`config.mk`:
```
export PLATFORM = sky130hd
export DESIGN_NAME = text_encoding_detector_flat
export DESIGN_NICKNAME = d
export VERILOG_FILES = /design/src/design/tedt_pkg.sv /design/src/design/tedt_if.sv /design/src/design/text_encoding_detector.sv /design/src/design/tedt_front.sv /design/src/design/tedt_fifo.sv /design/src/design/tedt_back.sv /design/src/flat_wrapper.sv
export VERILOG_INCLUDE_DIRS = /design/src /design/src/design
export SDC_FILE = /design/constraint.sdc
export NUM_CORES = 1
export LEC_CHECK = 0
export ABC_AREA = 1
export BUFFER_PORTS_ARGS = -buffer_cell sky130_fd_sc_hd__buf_2
export CAP_MARGIN = 10
export CORE_UTILIZATION = 55
export DETAILED_ROUTE_END_ITERATION = 8
export PLACE_DENSITY = 0.72
export SLEW_MARGIN = 25
export SYNTH_ARGS = -nofsm -noshare
export SYNTH_HDL_FRONTEND = slang
export SYNTH_SLANG_ARGS = --single-unit
```
`constraint.sdc`:
```
create_clock -name clk -period 7.64 [get_ports clk]
set_input_delay 1.528 -clock clk [delete_from_list [all_inputs] [get_ports clk]]
set_output_delay 1.528 -clock clk [all_outputs]
set_load 0.01 [all_outputs]
```
`src/design/text_encoding_detector_defines.svh`:
```
// Assertion macros shared by the text encoding detector RTL.
// Each macro expects signals named clk and arst_n in the enclosing scope.
`ifndef TEXT_ENCODING_DETECTOR_DEFINES_SVH
`define TEXT_ENCODING_DETECTOR_DEFINES_SVH

// A property that must hold at every clock edge outside reset.
`define TED_ASSERT(lbl, prop, msg) \
	lbl: assert property (@(posedge clk) disable iff (!arst_n) (prop)) else $error(msg);

// A condition in one cycle that implies another in the following cycle.
`define TED_ASSERT_NEXT(lbl, cond, nxt, msg) \
	lbl: assert property (@(posedge clk) disable iff (!arst_n) (cond) |=> (nxt)) \
		else $error(msg);

`endif

```
`src/design/tedt_pkg.sv`:
```
// Shared types, constants and the byte classifier of the text encoding detector.
// Has no dependencies; the front, queue, back end and top files refer to it by scoped names.
package tedt_pkg;

	localparam int PCT_W = 7;
	localparam int CFG_IDX_W = 1;

	// Configuration register indexes.
	localparam logic [CFG_IDX_W-1:0] REG_PCT_HIGH = 1'b0;
	localparam logic [CFG_IDX_W-1:0] REG_PCT_LOW = 1'b1;

	localparam logic [PCT_W-1:0] PCT_HIGH_RST = 7'd70;
	localparam logic [PCT_W-1:0] PCT_LOW_RST = 7'd50;
	localparam logic [PCT_W-1:0] PCT_FULL = 7'd100;

	// Verdict codes.
	localparam logic [1:0] VERDICT_NONE = 2'd0;
	localparam logic [1:0] VERDICT_ISO = 2'd1;
	localparam logic [1:0] VERDICT_EBCDIC = 2'd2;

	// Byte values with a special meaning.
	localparam logic [7:0] BYTE_TAB = 8'h09;
	localparam logic [7:0] BYTE_LF = 8'h0A;
	localparam logic [7:0] BYTE_E_NL = 8'h15;
	localparam logic [7:0] BYTE_E_HT = 8'h05;
	localparam logic [7:0] BYTE_SPACE = 8'h20;
	localparam logic [7:0] BYTE_DEL = 8'h7F;
	localparam logic [7:0] BYTE_E_SPACE = 8'h40;
	localparam logic [7:0] BYTE_E_LBRACK = 8'hAD;
	localparam logic [7:0] BYTE_E_RBRACK = 8'hBD;

	typedef struct packed {
		logic ascii;
		logic ebcdic;
		logic ctrl;
	} class_t;

	typedef struct packed {
		logic [PCT_W-1:0] high;
		logic [PCT_W-1:0] low;
	} thresh_t;

	typedef struct packed {
		logic full;
		logic empty;
	} fifo_stat_t;

	function automatic logic in_span(input logic [7:0] b, input logic [7:0] lo,
			input logic [7:0] hi);
		return (b >= lo) && (b <= hi);
	endfunction

	function automatic logic is_ebcdic_text(input logic [7:0] b);
		return (b == BYTE_E_SPACE) || (b == BYTE_E_LBRACK) || (b == BYTE_E_RBRACK) ||
			in_span(b, 8'h4B, 8'h50) || in_span(b, 8'h5A, 8'h61) ||
			in_span(b, 8'h6A, 8'h6F) || in_span(b, 8'h79, 8'h7F) ||
			in_span(b, 8'h81, 8'h8B) || in_span(b, 8'h91, 8'h99) ||
			in_span(b, 8'hA1, 8'hA9) || in_span(b, 8'hC0, 8'hC9) ||
			in_span(b, 8'hD0, 8'hD9) || in_span(b, 8'hE0, 8'hE9) ||
			in_span(b, 8'hF0, 8'hF9);
	endfunction

	function automatic class_t classify(input logic [7:0] b);
		class_t c;
		c = '0;
		if ((b == BYTE_E_NL) || (b == BYTE_E_HT)) begin
			c.ebcdic = 1'b1;
		end else if ((b == BYTE_LF) || (b == BYTE_TAB)) begin
			c.ascii = 1'b1;
		end else if (b < BYTE_SPACE) begin
			c.ctrl = 1'b1;
		end else begin
			c.ascii = (b < BYTE_DEL);
			c.ebcdic = is_ebcdic_text(b);
		end
		return c;
	endfunction

endpackage

```
`src/design/tedt_if.sv`:
```
// Valid/ready channel interfaces of the text encoding detector.
// Depends on nothing; widths are the fixed field widths of the channels.
interface tedt_sample_if;
	logic valid;
	logic ready;
	logic [7:0] data_byte;
	logic last_byte;

	modport source(output valid, output data_byte, output last_byte, input ready);
	modport sink(input valid, input data_byte, input last_byte, output ready);
endinterface

interface tedt_result_if;
	logic valid;
	logic ready;
	logic [1:0] verdict;
	logic [6:0] ascii_share;
	logic [6:0] ebcdic_share;
	logic binary_seen;

	modport source(output valid, output verdict, output ascii_share,
		output ebcdic_share, output binary_seen, input ready);
	modport sink(input valid, input verdict, input ascii_share,
		input ebcdic_share, input binary_seen, output ready);
endinterface

```
`src/design/text_encoding_detector.sv`:
```
// Top level of the text encoding detector: front end, job queue, back end.
// Depends on tedt_pkg, tedt_if, tedt_front, tedt_fifo, tedt_back and the defines header.

// The detector takes one byte per transfer on the sample channel and counts
// the first SAMPLE_BYTES bytes of each sample as ASCII, EBCDIC, both or
// neither; a stray control byte sets a sticky binary flag. The transfer that
// carries last_byte ends the sample and hands its counts to a two-entry job
// queue, and the counters start afresh on the next cycle. For each job the
// back end loads the counts scaled by 100, runs seven steps of a shared
// restoring divider (one quotient bit of both percentages per step), and
// forms the verdict into the output register, which then waits for its
// transfer on the result channel. Long samples thus stream at one byte per
// cycle while the queue has room; the front end takes new samples while the
// back end works, until the queue is full and the sample channel drops ready.
// The user must write thresholds through the cfg port (index 0 pct_high,
// index 1 pct_low) while no sample is in flight; the block does not enforce it.
`include "text_encoding_detector_defines.svh"

module text_encoding_detector #(
	parameter int SAMPLE_BYTES = 256
) (
	input logic clk,
	input logic arst_n,
	input logic cfg_wen,
	input logic [tedt_pkg::CFG_IDX_W-1:0] cfg_idx,
	input logic [tedt_pkg::PCT_W-1:0] cfg_wdata,
	tedt_sample_if.sink sample,
	tedt_result_if.source result
);

	// The counters must hold SAMPLE_BYTES itself.
	localparam int CW = $clog2(SAMPLE_BYTES + 1);
	localparam int JW = 3 * CW + 1;
	localparam int QDEPTH = 2;

	tedt_pkg::thresh_t thresh_q;
	tedt_pkg::fifo_stat_t job_stat;
	logic job_push;
	logic job_pop;
	logic [JW-1:0] job_wdata;
	logic [JW-1:0] job_rdata;

	// Threshold registers.
	always_ff @(posedge clk or negedge arst_n) begin
		if (!arst_n) begin
			thresh_q.high <= tedt_pkg::PCT_HIGH_RST;
			thresh_q.low <= tedt_pkg::PCT_LOW_RST;
		end else if (cfg_wen) begin
			case (cfg_idx)
				tedt_pkg::REG_PCT_HIGH: thresh_q.high <= cfg_wdata;
				tedt_pkg::REG_PCT_LOW: thresh_q.low <= cfg_wdata;
				default: begin
				end
			endcase
		end
	end

	// The front end classifies and counts; it stalls only when the queue is full.
	tedt_front #(
		.SAMPLE_BYTES(SAMPLE_BYTES)
	) u_front (
		.clk(clk),
		.arst_n(arst_n),
		.sample(sample),
		.job_full(job_stat.full),
		.job_push(job_push),
		.job_data(job_wdata)
	);

	tedt_fifo #(
		.WIDTH(JW),
		.DEPTH(QDEPTH)
	) u_fifo (
		.clk(clk),
		.arst_n(arst_n),
		.push(job_push),
		.wdata(job_wdata),
		.pop(job_pop),
		.rdata(job_rdata),
		.stat(job_stat)
	);

	// The back end divides, forms the verdict and owns the result register.
	tedt_back #(
		.SAMPLE_BYTES(SAMPLE_BYTES)
	) u_back (
		.clk(clk),
		.arst_n(arst_n),
		.thresh(thresh_q),
		.job_stat(job_stat),
		.job_data(job_rdata),
		.job_pop(job_pop),
		.result(result)
	);

	// A finished sample must never meet a full queue, or its verdict is lost.
	`TED_ASSERT(a_no_job_overflow, !(job_push && job_stat.full), "job queue overflow")
	// A popped job must come from a non-empty queue.
	`TED_ASSERT(a_no_job_underflow, !(job_pop && job_stat.empty), "job queue underflow")
	// Floor percentages of counts bounded by the sample size stay within 100.
	`TED_ASSERT(a_share_range, !result.valid || ((result.ascii_share <= tedt_pkg::PCT_FULL) && (result.ebcdic_share <= tedt_pkg::PCT_FULL)), "share above 100 percent")
	// A binary sample always reports the untagged verdict.
	`TED_ASSERT(a_binary_untagged, !(result.valid && result.binary_seen) || (result.verdict == tedt_pkg::VERDICT_NONE), "binary sample with a text verdict")

endmodule

```
`src/design/tedt_front.sv`:
```
// Front end: takes sample bytes, classifies and counts them, and on the
// last byte pushes the finished counts as one job. Uses tedt_pkg and tedt_if.
module tedt_front #(
	parameter int SAMPLE_BYTES = 256
) (
	input logic clk,
	input logic arst_n,
	tedt_sample_if.sink sample,
	input logic job_full,
	output logic job_push,
	output logic [3*$clog2(SAMPLE_BYTES+1):0] job_data
);

	localparam int CW = $clog2(SAMPLE_BYTES + 1);

	logic [CW-1:0] ascii_q;
	logic [CW-1:0] ebcdic_q;
	logic [CW-1:0] sampled_q;
	logic ctrl_q;

	tedt_pkg::class_t cls;
	logic take;
	logic accept;
	logic [CW-1:0] ascii_nx;
	logic [CW-1:0] ebcdic_nx;
	logic [CW-1:0] sampled_nx;
	logic ctrl_nx;

	assign sample.ready = !job_full;
	assign accept = sample.valid && sample.ready;

	always_comb begin
		cls = tedt_pkg::classify(sample.data_byte);
		take = (sampled_q < CW'(SAMPLE_BYTES));
		ascii_nx = ascii_q + CW'(take && cls.ascii);
		ebcdic_nx = ebcdic_q + CW'(take && cls.ebcdic);
		sampled_nx = sampled_q + CW'(take);
		ctrl_nx = ctrl_q || (take && cls.ctrl);
	end

	assign job_push = accept && sample.last_byte;
	assign job_data = {ascii_nx, ebcdic_nx, sampled_nx, ctrl_nx};

	always_ff @(posedge clk or negedge arst_n) begin
		if (!arst_n) begin
			ascii_q <= '0;
			ebcdic_q <= '0;
			sampled_q <= '0;
			ctrl_q <= 1'b0;
		end else if (accept) begin
			if (sample.last_byte) begin
				ascii_q <= '0;
				ebcdic_q <= '0;
				sampled_q <= '0;
				ctrl_q <= 1'b0;
			end else begin
				ascii_q <= ascii_nx;
				ebcdic_q <= ebcdic_nx;
				sampled_q <= sampled_nx;
				ctrl_q <= ctrl_nx;
			end
		end
	end

endmodule

```
`src/design/tedt_fifo.sv`:
```
// Small job queue between the front and back ends of the detector.
// Uses tedt_pkg for the status struct.
module tedt_fifo #(
	parameter int WIDTH = 28,
	parameter int DEPTH = 2
) (
	input logic clk,
	input logic arst_n,
	input logic push,
	input logic [WIDTH-1:0] wdata,
	input logic pop,
	output logic [WIDTH-1:0] rdata,
	output tedt_pkg::fifo_stat_t stat
);

	localparam int AW = $clog2(DEPTH);
	localparam int NW = $clog2(DEPTH + 1);

	logic [WIDTH-1:0] mem_q [DEPTH];
	logic [AW-1:0] wr_ptr_q;
	logic [AW-1:0] rd_ptr_q;
	logic [NW-1:0] count_q;

	logic do_push;
	logic do_pop;

	assign stat.full = (count_q == NW'(DEPTH));
	assign stat.empty = (count_q == '0);
	assign do_push = push && !stat.full;
	assign do_pop = pop && !stat.empty;
	assign rdata = mem_q[rd_ptr_q];

	always_ff @(posedge clk) begin
		if (do_push) begin
			mem_q[wr_ptr_q] <= wdata;
		end
	end

	always_ff @(posedge clk or negedge arst_n) begin
		if (!arst_n) begin
			wr_ptr_q <= '0;
			rd_ptr_q <= '0;
			count_q <= '0;
		end else begin
			if (do_push) begin
				wr_ptr_q <= (wr_ptr_q == AW'(DEPTH - 1)) ? '0 : wr_ptr_q + 1'b1;
			end
			if (do_pop) begin
				rd_ptr_q <= (rd_ptr_q == AW'(DEPTH - 1)) ? '0 : rd_ptr_q + 1'b1;
			end
			if (do_push && !do_pop) begin
				count_q <= count_q + 1'b1;
			end else if (do_pop && !do_push) begin
				count_q <= count_q - 1'b1;
			end
		end
	end

endmodule

```
`src/design/tedt_back.sv`:
```
// Back end: turns a job of counts into two floor percentages with a shared
// restoring divider sequence, forms the verdict and holds it in the output
// register. Uses tedt_pkg and tedt_if.
module tedt_back #(
	parameter int SAMPLE_BYTES = 256
) (
	input logic clk,
	input logic arst_n,
	input tedt_pkg::thresh_t thresh,
	input tedt_pkg::fifo_stat_t job_stat,
	input logic [3*$clog2(SAMPLE_BYTES+1):0] job_data,
	output logic job_pop,
	tedt_result_if.source result
);

	localparam int CW = $clog2(SAMPLE_BYTES + 1);
	localparam int PW = tedt_pkg::PCT_W;
	localparam int DW = CW + PW;
	localparam int SW = $clog2(PW);

	localparam logic [1:0] ST_IDLE = 2'd0;
	localparam logic [1:0] ST_DIV = 2'd1;
	localparam logic [1:0] ST_HOLD = 2'd2;

	logic [1:0] state_q;
	logic [SW-1:0] step_q;
	logic [DW-1:0] rem_a_q;
	logic [DW-1:0] rem_e_q;
	logic [CW-1:0] total_q;
	logic ctrl_q;
	logic [PW-1:0] quo_a_q;
	logic [PW-1:0] quo_e_q;

	logic out_valid_q;
	logic [1:0] verdict_q;
	logic [PW-1:0] ascii_share_q;
	logic [PW-1:0] ebcdic_share_q;
	logic binary_q;

	logic [CW-1:0] job_ascii;
	logic [CW-1:0] job_ebcdic;
	logic [CW-1:0] job_total;
	logic job_ctrl;
	logic [DW-1:0] div_shift;
	logic bit_a;
	logic bit_e;
	logic out_free;
	logic out_load;
	logic [1:0] verdict_nx;

	assign {job_ascii, job_ebcdic, job_total, job_ctrl} = job_data;

	assign job_pop = (state_q == ST_IDLE) && !job_stat.empty;
	assign out_free = !out_valid_q || result.ready;
	assign out_load = (state_q == ST_HOLD) && out_free;

	// Quotient bit step_q of part*100/total; remainder stays below total << (step_q+1).
	always_comb begin
		div_shift = DW'(total_q) << step_q;
		bit_a = (total_q != '0) && (rem_a_q >= div_shift);
		bit_e = (total_q != '0) && (rem_e_q >= div_shift);
	end

	always_comb begin
		verdict_nx = tedt_pkg::VERDICT_NONE;
		if (ctrl_q) begin
			verdict_nx = tedt_pkg::VERDICT_NONE;
		end else if ((quo_a_q > thresh.high) && (quo_e_q > thresh.high)) begin
			verdict_nx = tedt_pkg::VERDICT_NONE;
		end else if ((quo_a_q > thresh.high) && (quo_e_q < thresh.low)) begin
			verdict_nx = tedt_pkg::VERDICT_ISO;
		end else if ((quo_e_q > thresh.high) && (quo_a_q < thresh.low)) begin
			verdict_nx = tedt_pkg::VERDICT_EBCDIC;
		end
	end

	always_ff @(posedge clk or negedge arst_n) begin
		if (!arst_n) begin
			state_q <= ST_IDLE;
			step_q <= '0;
		end else begin
			case (state_q)
				ST_IDLE: begin
					if (job_pop) begin
						state_q <= ST_DIV;
						step_q <= SW'(PW - 1);
					end
				end
				ST_DIV: begin
					if (step_q == '0) begin
						state_q <= ST_HOLD;
					end else begin
						step_q <= step_q - 1'b1;
					end
				end
				ST_HOLD: begin
					if (out_free) begin
						state_q <= ST_IDLE;
					end
				end
				default: begin
					state_q <= ST_IDLE;
				end
			endcase
		end
	end

	always_ff @(posedge clk) begin
		if (job_pop) begin
			rem_a_q <= DW'(job_ascii) * DW'(tedt_pkg::PCT_FULL);
			rem_e_q <= DW'(job_ebcdic) * DW'(tedt_pkg::PCT_FULL);
			total_q <= job_total;
			ctrl_q <= job_ctrl;
			quo_a_q <= '0;
			quo_e_q <= '0;
		end else if (state_q == ST_DIV) begin
			if (bit_a) begin
				rem_a_q <= rem_a_q - div_shift;
			end
			if (bit_e) begin
				rem_e_q <= rem_e_q - div_shift;
			end
			quo_a_q[step_q] <= bit_a;
			quo_e_q[step_q] <= bit_e;
		end
	end

	always_ff @(posedge clk or negedge arst_n) begin
		if (!arst_n) begin
			out_valid_q <= 1'b0;
		end else if (out_load) begin
			out_valid_q <= 1'b1;
		end else if (result.ready) begin
			out_valid_q <= 1'b0;
		end
	end

	always_ff @(posedge clk) begin
		if (out_load) begin
			verdict_q <= verdict_nx;
			ascii_share_q <= quo_a_q;
			ebcdic_share_q <= quo_e_q;
			binary_q <= ctrl_q;
		end
	end

	assign result.valid = out_valid_q;
	assign result.verdict = verdict_q;
	assign result.ascii_share = ascii_share_q;
	assign result.ebcdic_share = ebcdic_share_q;
	assign result.binary_seen = binary_q;

endmodule

```
`src/flat_wrapper.sv`:
```
// flat-port wrapper written by rule: the top's interface ports become plain ports
module text_encoding_detector_flat 
#(
	parameter int SAMPLE_BYTES = 256
)
  (clk, arst_n, cfg_wen, cfg_idx, cfg_wdata, sample_valid, sample_data_byte, sample_last_byte, sample_ready, result_valid, result_verdict, result_ascii_share, result_ebcdic_share, result_binary_seen, result_ready);
  tedt_sample_if sample_i ();
  tedt_result_if result_i ();
  input logic clk;
  input logic arst_n;
  input logic cfg_wen;
  input logic [tedt_pkg::CFG_IDX_W-1:0] cfg_idx;
  input logic [tedt_pkg::PCT_W-1:0] cfg_wdata;
  input wire logic [$bits(sample_i.valid)-1:0] sample_valid;
  input wire logic [$bits(sample_i.data_byte)-1:0] sample_data_byte;
  input wire logic [$bits(sample_i.last_byte)-1:0] sample_last_byte;
  output wire logic [$bits(sample_i.ready)-1:0] sample_ready;
  output wire logic [$bits(result_i.valid)-1:0] result_valid;
  output wire logic [$bits(result_i.verdict)-1:0] result_verdict;
  output wire logic [$bits(result_i.ascii_share)-1:0] result_ascii_share;
  output wire logic [$bits(result_i.ebcdic_share)-1:0] result_ebcdic_share;
  output wire logic [$bits(result_i.binary_seen)-1:0] result_binary_seen;
  input wire logic [$bits(result_i.ready)-1:0] result_ready;
  assign sample_i.valid = sample_valid;
  assign sample_i.data_byte = sample_data_byte;
  assign sample_i.last_byte = sample_last_byte;
  assign sample_ready = sample_i.ready;
  assign result_valid = result_i.valid;
  assign result_verdict = result_i.verdict;
  assign result_ascii_share = result_i.ascii_share;
  assign result_ebcdic_share = result_i.ebcdic_share;
  assign result_binary_seen = result_i.binary_seen;
  assign result_i.ready = result_ready;
  text_encoding_detector #(.SAMPLE_BYTES(SAMPLE_BYTES)) u_core (.clk(clk), .arst_n(arst_n), .cfg_wen(cfg_wen), .cfg_idx(cfg_idx), .cfg_wdata(cfg_wdata), .sample(sample_i), .result(result_i));
endmodule
```
==> impl_metrics.sql, run 1 <==
INSERT INTO impl_metrics (metric_group, metric, value, unit) VALUES
('final_layout', 'layout-drive-gt1-share', '8.84', '%'),
('logic_synthesis', 'synthDominantCellAreaShare', '27.9', '%'),
('final_layout', 'n_fill_cell', '1871', ''),
('sta', 'rsz_0062_raised_after_global_routing', 'no', ''),
('grt', 'global_route.overflow_total', '0', ''),
('critical_path', 'worstPathMaxFanout', '16', ''),
('logic_synthesis', 'ys_types', '42', ''),
('grt', 'grt_pass1_wl', '41200', 'um'),
('final_layout', 'design.final.nets', '1630', ''),
('floorplan', 'core', '21200', 'um^2'),
('final_layout', 'final-seq-area', '5000', 'um^2'),
('critical_path', 'timing.critical_path.from_type', 'register', ''),
('clocking', 'postCtsSetupRepairBufs', '0', ''),
('clocking', 'clockRootBuffer', 'clkbuf_16', ''),
('clocking', 'cts_max_level', '4', ''),
('logic_synthesis', 'yosys_most_used_dff', 'edfxtp_1', ''),
('placement', 'place.detailed.hpwl', '19500', 'um'),
('drt', 'wire_per_inst', '14.5', 'um'),
('grt', 'grt_max_degree', '53', ''),
('drt', 'drt_wl_total', '25500', 'um'),
('floorplan', 'die_width', '149', 'um'),
('critical_path', 'crit_required', '7670', 'ps'),
('clocking', 'worst_setup_hold_path_clk_slew', '70', 'ps'),
('drt', 'final_routed_drc_violation_total', '0', ''),
('floorplan', 'design.portCount', '41', ''),
('drt', 'number_of_drc_markers_in_iteration_0', '537', ''),
('clocking', 'numCtsBuffers', '17', ''),
('logic_synthesis', 'edff_count_synth', '111', ''),
('final_layout', 'antenna-diode-count', '0', ''),
('drt', 'via_count', '9339', ''),
('logic_synthesis', 'synth_sequential_area_ratio', '41.8', '%'),
('placement', 'place_area', '12400', 'um^2'),
('placement', 'port_buffers', '40', ''),
('final_layout', 'multi_input_comb_area', '6030', 'um^2'),
('floorplan', 'die_height', '149', 'um'),
('sta', 'fmax', '242', 'MHz'),
('sta', 'clock-skew-final', '16.0', 'ps'),
('clocking', 'number_of_resized_instances_in_the_post_cts_repair_step', '0', ''),
('final_layout', 'layout.cells.most_common', 'nand2_1', ''),
('logic_synthesis', 'postSynthCellCount', '1430', ''),
('final_layout', 'utilization', '61.5', '%'),
('drt', 'detail_route.first_pass.iterations', '5', ''),
('placement', 'gpl.final_weighted_congestion', '0.952', ''),
('grt', 'grt_usage', '23.6', '%'),
('clocking', 'tritoncts', 'done', ''),
('sta', 'final.min_clock_period', '4130', 'ps'),
('sta', 'worst-slew-pin-transition', '942', 'ps'),
('logic_synthesis', 'postSynthRegisterBits', '181', ''),
('job', 'timing.max_cap.violations', '0', ''),
('clocking', 'holdBufCountCts', '0', ''),
('sta', 'timing.final.max_slew_violations', '0', ''),
('sta', 'worst_hold_slack', '468', 'ps'),
('clocking', 'cts_num_sinks', '181', ''),
('critical_path', 'cp-end-kind', 'register', ''),
('logic_synthesis', 'synthesis.nets', '1591', ''),
('grt', 'antenna_violations_before_repair', '0', ''),
('drt', 'drt.antenna.violating_nets', '0', ''),
('grt', 'first_global_vias', '8371', ''),
('sta', 'hold_viol', '0', ''),
('logic_synthesis', 'ys.warnings.count', '0', ''),
('logic_synthesis', 'syn_avg_cell_area', '8.36', 'um^2'),
('clocking', 'max_root_sink_buffers', '2', ''),
('logic_synthesis', 'mappedNetlistArea', '12000', 'um^2'),
('floorplan', 'design.die.area', '22300', 'um^2'),
('final_layout', 'area_growth_syn_to_layout', '8.83', '%'),
('sta', 'max-slew-margin-rel', '37.2', '%'),
('logic_synthesis', 'netlist.top_cell.by_area', 'edfxtp_1', ''),
('min_path', 'holdCritPathClass', 'reg2reg', ''),
('floorplan', 'floorplan.rows', '53', ''),
('clocking', 'clock_latency', '430', 'ps'),
('logic_synthesis', 'synth.top_cells.by_area', 'edfxtp_1 28%, ha_1 13%, nand2_1 12%, dfrtp_1 9.6%, inv_1 6.5%', ''),
('floorplan', 'initial_utilization', '56.5', '%'),
('outcome', 'run_status', 'completed', ''),
('sta', 'timing.final.crit_share', '54.1', '%'),
('critical_path', 'crit_path_kind', 'reg2reg', ''),
('sta', 'setup_viol', '0', ''),
('drt', 'avgViaCountPerCell', '5.32', ''),
('critical_path', 'arrival', '4170', 'ps'),
('sta', 'fin_tns_setup', '0', 'ps'),
('logic_synthesis', 'async_reset_ff_share', '28.7', '%'),
('final_layout', 'final_area', '13000', 'um^2'),
('final_layout', 'mostFrequentLayoutCells', '386 x nand2_1, 207 x inv_1, 129 x ha_1', '');
cell type report:
class                           count  area share (%)
Inverter                          217            6.26
Sequential cell                   181            38.4
Tap cell                          275            2.64
Multi-Input combinational cell   1005            46.3
Clock buffer                       19            3.40
Clock inverter                     13            1.03
Timing Repair Buffer               47            1.94
Yosys cell counts (3+ instances only):
cell and n:
o21bai_1 12, nand2_1 386, edfxtp_1 111, nand2_2 6, fa_1 10, nand3b_1 4
clkbuf_1 19, a21oi_1 74, dfrtp_1 46, nor3_1 13, or2_2 7, o21ai_0 80
nor2_1 75, dfxtp_1 18, nand3_2 4, dfstp_2 6, buf_2 5, ha_1 129
o21ai_2 17, o21a_1 4, xnor2_1 15, xor2_1 36, o22ai_1 12, inv_2 8
nand3_1 72, a21o_1 3, inv_1 207, o21ai_1 6, a31oi_1 5, nand4_1 22
final timing paths:
path                                                startpoint                                          to  slack [ps]  cells after the start
max                        u_core.u_back.step_q[0]$_DFFE_PN0P_         u_core.u_back.rem_a_q[10]$_DFFE_PP_        3510                     13
min                             u_core.u_back.ctrl_q$_DFFE_PP_  u_core.u_back.result.binary_seen$_DFFE_PP_         470                      0
max reg2reg                u_core.u_back.step_q[0]$_DFFE_PN0P_         u_core.u_back.rem_a_q[10]$_DFFE_PP_        3510                     13
min reg2reg                     u_core.u_back.ctrl_q$_DFFE_PP_  u_core.u_back.result.binary_seen$_DFFE_PP_         470                      0
max in group asynchronous                               arst_n      u_core.u_front.ebcdic_q[2]$_DFFE_PN0P_        5960                      2
min in group asynchronous                               arst_n             u_core.thresh_q[12]$_DFFE_PN0P_        1190                      2
stage by stage:
stage | std cells | worst slack [ps]
global placement | 1725 | 3610
floorplan | 1430 | 4050
CTS | 1757 | 3510
global route | 1757 | 3050
detailed placement | 1725 | 3530
finish | 1757 | 3510
kinds of logic after synthesis:
logic type,count (synthesis),synth area share (%)
adders and majority gates,139,15.2
AOI/OAI and AO/OA,220,10.6
and+or+nand+nor,594,20.8
muxes,1,0.0837
DFF,181,41.8
xor gates and xnor gates,51,3.73
buffers and inverters,244,7.84
metal layers:
metal | GRT usage (%) | vias up | part of all wire (%)
li1 | - | 4825 | -
met1 | 33.6 | 4266 | 48
met2 | 36.6 | 219 | 45
met3 | 4.02 | 29 | 5.2
met4 | 6.89 | 0 | 1.7
met5 | 0 | - | 0
flip-flops by register name (all words and copies together) (netlist names), 9 cells and up:
name,count
u_core.u_back.rem_a_q,16
u_core.u_back.rem_e_q,16
u_core.u_front.ebcdic_q,9
u_core.u_fifo.mem_q,56
u_core.u_back.total_q,9
u_core.u_front.sampled_q,9
u_core.u_front.ascii_q,9
u_core.thresh_q,14
worst max-delay path: stages (launching register included):
cell	delay (ps)
dfrtp_1	620
clkinv_1	380
nand2_1	180
a31oi_1	130
o21ai_0	550
ha_1	410
nand2_1	110
nand2_1	70
nand2_1	100
nand2_1	60
a21oi_1	170
nand3_2	150
nand3_2	330
nand2_1	480
Power of run 1 is left out: the tool's default activity adds up to more than one toggle a clock period on the data nets, which glitch-free logic cannot reach.
==> run 2: changes to the inputs <==
Settings changed: PLACE_DENSITY 0.72 to 0.75.
Clock period 7.64 ns to 3.5 ns, I/O delays scaled along.
==> impl_metrics.sql, run 2 (synthesis gave the netlist of run 1 again) <==
INSERT INTO impl_metrics (metric_group, metric, value, unit) VALUES
('final_layout', 'max_flop_register', 'u_core.u_fifo.mem_q', ''),
('clocking', 'numCtsBuffers', '17', ''),
('sta', 'final.min_clock_period', '3370', 'ps'),
('clocking', 'clock_latency', '440', 'ps'),
('final_layout', 'n_fill_cell', '1712', ''),
('final_layout', 'area_growth_syn_to_layout', '12.3', '%'),
('placement', 'place_area', '12600', 'um^2'),
('placement', 'gpl.final_weighted_congestion', '0.953', ''),
('sta', 'worst_hold_slack', '233', 'ps'),
('placement', 'place.detailed.hpwl', '20100', 'um'),
('grt', 'first_global_vias', '8830', ''),
('drt', 'detail_route.first_pass.iterations', '5', ''),
('grt', 'antenna_violations_before_repair', '0', ''),
('clocking', 'worst_setup_hold_path_clk_slew', '80', 'ps'),
('critical_path', 'worstPathMaxFanout', '14', ''),
('critical_path', 'cp-end-kind', 'register', ''),
('final_layout', 'layout-drive-gt1-share', '12.4', '%'),
('job', 'timing.max_cap.violations', '0', ''),
('final_layout', 'design.final.nets', '1653', ''),
('clocking', 'clockRootBuffer', 'clkbuf_16', ''),
('clocking', 'max_root_sink_buffers', '2', ''),
('min_path', 'holdCritPathClass', 'in2async', ''),
('final_layout', 'largest_register_ff_count', '56', ''),
('sta', 'fmax', '297', 'MHz'),
('floorplan', 'die_height', '149', 'um'),
('final_layout', 'antenna-diode-count', '0', ''),
('sta', 'worst-slew-pin-transition', '634', 'ps'),
('critical_path', 'ff2ff_path_depth', '16', ''),
('floorplan', 'die_width', '149', 'um'),
('clocking', 'postCtsSetupRepairBufs', '0', ''),
('floorplan', 'core', '21200', 'um^2'),
('sta', 'setup_viol', '0', ''),
('grt', 'grt_usage', '24.2', '%'),
('sta', 'max-slew-margin-rel', '57.7', '%'),
('placement', 'port_buffers', '40', ''),
('grt', 'grt_pass1_wl', '42200', 'um'),
('grt', 'global_route.overflow_total', '0', ''),
('grt', 'grt_max_degree', '43', ''),
('drt', 'final_routed_drc_violation_total', '0', ''),
('drt', 'avgViaCountPerCell', '5.40', ''),
('drt', 'number_of_drc_markers_in_iteration_0', '732', ''),
('critical_path', 'crit_path_kind', 'reg2reg', ''),
('final_layout', 'final_area', '13400', 'um^2'),
('drt', 'wire_per_inst', '14.8', 'um'),
('clocking', 'cts_max_level', '4', ''),
('clocking', 'number_of_resized_instances_in_the_post_cts_repair_step', '0', ''),
('critical_path', 'timing.critical_path.from_type', 'register', ''),
('critical_path', 'arrival', '3570', 'ps'),
('outcome', 'run_status', 'completed', ''),
('critical_path', 'reg2reg_from', 'u_core.u_fifo.rd_ptr_q$_DFFE_PN0P_', ''),
('final_layout', 'biggestRegsByFlops', 'u_core.u_fifo.mem_q x56, u_core.u_back.rem_a_q x16, u_core.u_back.rem_e_q x16', ''),
('critical_path', 'timing.reg2reg.setup_slack', '130', 'ps'),
('critical_path', 'crit_required', '3700', 'ps'),
('drt', 'drt.antenna.violating_nets', '0', ''),
('clocking', 'holdBufCountCts', '0', ''),
('final_layout', 'layout.cells.most_common', 'nand2_1', ''),
('sta', 'timing.final.max_slew_violations', '0', ''),
('floorplan', 'design.die.area', '22300', 'um^2'),
('drt', 'via_count', '9604', ''),
('floorplan', 'design.portCount', '41', ''),
('floorplan', 'initial_utilization', '56.5', '%'),
('sta', 'timing.final.crit_share', '96.3', '%'),
('sta', 'hold_viol', '0', ''),
('critical_path', 'critical_path.reg2reg.endpoint', 'u_core.u_back.rem_a_q[14]$_DFFE_PP_', ''),
('sta', 'clock-skew-final', '13.4', 'ps'),
('clocking', 'cts_num_sinks', '181', ''),
('clocking', 'tritoncts', 'done', ''),
('drt', 'drt_wl_total', '26300', 'um'),
('final_layout', 'mostFrequentLayoutCells', '385 x nand2_1, 205 x inv_1, 117 x ha_1', ''),
('floorplan', 'floorplan.rows', '53', '');
-- run 2: final cells by class --
class,count,area [um^2],area share (%)
well taps,275,344,2.56
flip-flops and latches,181,5000,37.2
repair buffers,70,478,3.56
inverters,217,818,6.09
clock buffers,20,479,3.57
clock inverters,12,123,0.913
multi-input cells,1005,6190,46.1
-- run 2: metrics by stage --
step	setup WS (ps)	cells	TNS [ps]	util [%]
floorplan	90.3	1430	0	-
global placement	137	1747	0	59.7
detailed placement	34.9	1747	0	59.7
CTS	17.6	1779	0	62.5
global route	-16.4	1780	-16.4	63.5
finish	128	1780	0	63.5
-- run 2: worst max-delay path, cell delays in order (launching register included) --
cell and delay [ps]:
dfrtp_1 440, inv_2 100, clkbuf_16 180, or2_2 280, o21ai_2 90, inv_1 90
ha_1 280, inv_1 40, ha_1 280, ha_1 340, ha_4 300, inv_1 60
o21ai_0 220, a21oi_2 60, a21oi_1 130, nor2_1 50, o21bai_2 170
-- run 2: how the worst max path moves through the flow --
stage,from,to
2_1_floorplan,u_core.u_fifo.rd_ptr_q$_DFFE_PN0P_,u_core.u_back.rem_a_q[14]$_DFFE_PP_
3_3_place_gp,u_core.u_fifo.rd_ptr_q$_DFFE_PN0P_,u_core.u_back.rem_a_q[13]$_DFFE_PP_
3_5_place_dp,u_core.u_fifo.rd_ptr_q$_DFFE_PN0P_,u_core.u_back.rem_a_q[13]$_DFFE_PP_
4_1_cts,u_core.u_fifo.rd_ptr_q$_DFFE_PN0P_,u_core.u_back.rem_a_q[13]$_DFFE_PP_
5_1_grt,u_core.u_fifo.rd_ptr_q$_DFFE_PN0P_,u_core.u_back.rem_e_q[14]$_DFFE_PP_
6_report,u_core.u_fifo.rd_ptr_q$_DFFE_PN0P_,u_core.u_back.rem_a_q[14]$_DFFE_PP_
-- run 2: layer usage --
metal | up-vias | share of wire (%) | GRT usage, %
li1 | 4869 | - | -
met1 | 4407 | 46 | 32.8
met2 | 279 | 46 | 38.4
met3 | 49 | 5.1 | 4.24
met4 | 0 | 2.6 | 9.90
met5 | - | 0 | 0
Power of run 2 is left out for the same reason.
==> run 3: changes to the inputs <==
Settings changed: PLACE_DENSITY 0.75 to 0.81.
==> impl_metrics.sql, run 3 (synthesis gave the netlist of run 1 again) <==
INSERT INTO impl_metrics (metric_group, metric, value, unit) VALUES
('critical_path', 'timing.critical_path.from_type', 'register', ''),
('final_layout', 'n_fill_cell', '1687', ''),
('floorplan', 'core', '21200', 'um^2'),
('critical_path', 'cpPeakStageDelay', '510', 'ps'),
('critical_path', 'cp-end-kind', 'register', ''),
('critical_path', 'worst-path-buf-inv', '3', ''),
('placement', 'place_area', '12600', 'um^2'),
('placement', 'post-place-cells', '1744', ''),
('sta', 'final.min_clock_period', '3400', 'ps'),
('floorplan', 'die_height', '149', 'um'),
('outcome', 'run_status', 'completed', ''),
('grt', 'grt_pass1_wl', '43100', 'um'),
('drt', 'detail_route.first_pass.iterations', '5', ''),
('clocking', 'tritoncts', 'done', ''),
('placement', 'gpl.final_weighted_congestion', '0.937', ''),
('drt', 'avgViaCountPerCell', '5.37', ''),
('sta', 'rsz_0062_raised_after_global_routing', 'yes', ''),
('final_layout', 'biggestRegsByFlops', 'u_core.u_fifo.mem_q x56, u_core.u_back.rem_a_q x16, u_core.u_back.rem_e_q x16', ''),
('critical_path', 'crit_path_kind', 'reg2reg', ''),
('floorplan', 'design.portCount', '41', ''),
('floorplan', 'initial_utilization', '56.5', '%'),
('final_layout', 'max_flop_register', 'u_core.u_fifo.mem_q', ''),
('sta', 'timing.final.max_slew_violations', '0', ''),
('min_path', 'holdCritPathClass', 'in2async', ''),
('final_layout', 'layout.cells.most_common', 'nand2_1', ''),
('sta', 'clock-skew-final', '15.4', 'ps'),
('clocking', 'worst_setup_hold_path_clk_slew', '70', 'ps'),
('drt', 'number_of_drc_markers_in_iteration_0', '674', ''),
('sta', 'timing.final.crit_share', '97.2', '%'),
('critical_path', 'crit_required', '3680', 'ps'),
('clocking', 'numCtsBuffers', '17', ''),
('critical_path', 'arrival', '3580', 'ps'),
('final_layout', 'mostFrequentLayoutCells', '385 x nand2_1, 205 x inv_1, 118 x ha_1', ''),
('drt', 'drt_wl_total', '26500', 'um'),
('clocking', 'cts_max_level', '4', ''),
('grt', 'grt_usage', '24.5', '%'),
('final_layout', 'antenna-diode-count', '0', ''),
('drt', 'wire_per_inst', '14.9', 'um'),
('final_layout', 'multi_input_comb_area', '6190', 'um^2'),
('final_layout', 'largest_register_ff_count', '56', ''),
('clocking', 'clock_latency', '430', 'ps'),
('critical_path', 'crit_top_cell', 'nand2_1', ''),
('floorplan', 'die_width', '149', 'um'),
('drt', 'via_count', '9539', ''),
('clocking', 'clockRootBuffer', 'clkbuf_16', ''),
('final_layout', 'final_area', '13400', 'um^2'),
('critical_path', 'critical_path_slowest_stage_cell', 'fa_1', ''),
('grt', 'first_global_vias', '8956', ''),
('placement', 'place.detailed.hpwl', '20300', 'um'),
('critical_path', 'worstPathMaxFanout', '28', ''),
('sta', 'worst-slew-pin-transition', '641', 'ps'),
('sta', 'setup_viol', '0', ''),
('clocking', 'postCtsSetupRepairBufs', '0', ''),
('job', 'timing.max_cap.violations', '0', ''),
('floorplan', 'design.die.area', '22300', 'um^2'),
('grt', 'antenna_violations_before_repair', '0', ''),
('final_layout', 'final-seq-area', '5000', 'um^2'),
('final_layout', 'finalNonFillerCells', '1777', ''),
('clocking', 'holdBufCountCts', '0', ''),
('grt', 'global_route.overflow_total', '0', ''),
('floorplan', 'floorplan.rows', '53', ''),
('sta', 'fmax', '294', 'MHz'),
('final_layout', 'layout-drive-gt1-share', '12.0', '%'),
('critical_path', 'critical_path.cell_chain', 'buf_12, nand2_1, nand2_1, ha_1, ha_1, inv_1, fa_1, inv_1, ha_2, a21oi_2, nand2_1, nand3_1, nand3_1, nand2_1, nor2_1, o21bai_2', ''),
('final_layout', 'design.final.nets', '1650', ''),
('clocking', 'max_root_sink_buffers', '2', ''),
('sta', 'hold_viol', '0', ''),
('placement', 'port_buffers', '40', ''),
('drt', 'final_routed_drc_violation_total', '0', ''),
('sta', 'max-slew-margin-rel', '57.3', '%'),
('critical_path', 'cpLargestDelayFamily', 'adder cells', ''),
('grt', 'grt_max_degree', '35', ''),
('drt', 'drt.antenna.violating_nets', '0', ''),
('final_layout', 'area_growth_syn_to_layout', '11.7', '%'),
('clocking', 'cts_num_sinks', '181', '');
run 3: cell count changes in the layout (fill, tap and decap cells not counted), sizes merged:
cell and change:
inv -1, buf -3, clkinv +1, clkinvlp +1, clkbuf -1
run 3: worst register-to-register path, delay by kind of cell (launching register included):
family	cells	cell delay, ps
adder cells (fa/ha/maj)	4	1450
AND/OR/NAND/NOR	7	610
flip-flops	1	460
AO/OA/AOI/OAI	2	350
buffers and inverters	3	300
run 3: cell type report:
class,instances,area share (%)
multi-input combinational,1005,46.4
timing repair inverter,1,0.0562
timing repair buffer,66,3.27
sequential,181,37.5
clock buffer,20,3.34
tap,275,2.58
inverter,217,6.12
clock inverter,12,0.824
run 3: final timing paths:
path	start	cells after the start	to	slack, ps
worst max-delay path	u_core.u_fifo.rd_ptr_q$_DFFE_PN0P_	16	u_core.u_back.rem_a_q[14]$_DFFE_PP_	100
worst min-delay path	arst_n	1	u_core.u_back.result.valid$_DFFE_PN0P_	290
worst max register to register	u_core.u_fifo.rd_ptr_q$_DFFE_PN0P_	16	u_core.u_back.rem_a_q[14]$_DFFE_PP_	100
worst min register to register	u_core.u_back.quo_e_q[0]$_SDFFE_PP0P_	0	u_core.u_back.result.ebcdic_share[0]$_DFFE_PP_	490
max in group asynchronous	arst_n	2	u_core.u_front.ebcdic_q[0]$_DFFE_PN0P_	2530
min in group clk	u_core.u_back.quo_e_q[0]$_SDFFE_PP0P_	0	u_core.u_back.result.ebcdic_share[0]$_DFFE_PP_	490
run 3: per-layer routing:
metal / vias to the layer above / GRT usage, % / wire, um / part of all wire, %
met5: - / 0 / 0 / 0
met4: 0 / 7.24 / 531 / 2.0
met3: 43 / 3.17 / 1280 / 4.8
met2: 258 / 39.4 / 12400 / 47
met1: 4384 / 34.5 / 12300 / 46
li1: 4854 / - / - / -
run 3: timing repair:
| item | 4_1_cts | 5_1_grt |
|---|---|---|
| endpoints found under the hold margin | 0 | 0 |
| gates cloned | 0 | 1 |
| pin swaps | 0 | 5 |
| endpoints found under the setup margin | 4 | 39 |
| gates resized for setup | 1 | 39 |
run 3: stage by stage:
stage	hold slack (ps)	utilization, %	TNS (ps)	worst slack (ps)
after floorplan	404	-	0	90.3
after global placement	470	59.6	0	40.7
after CTS	310	62.2	0	54.1
after detailed placement	470	59.6	-88.9	-40.0
final	288	63.2	0	97.1
after global routing	318	63.2	-527	-77.8
Power of run 3 is left out for the same reason.
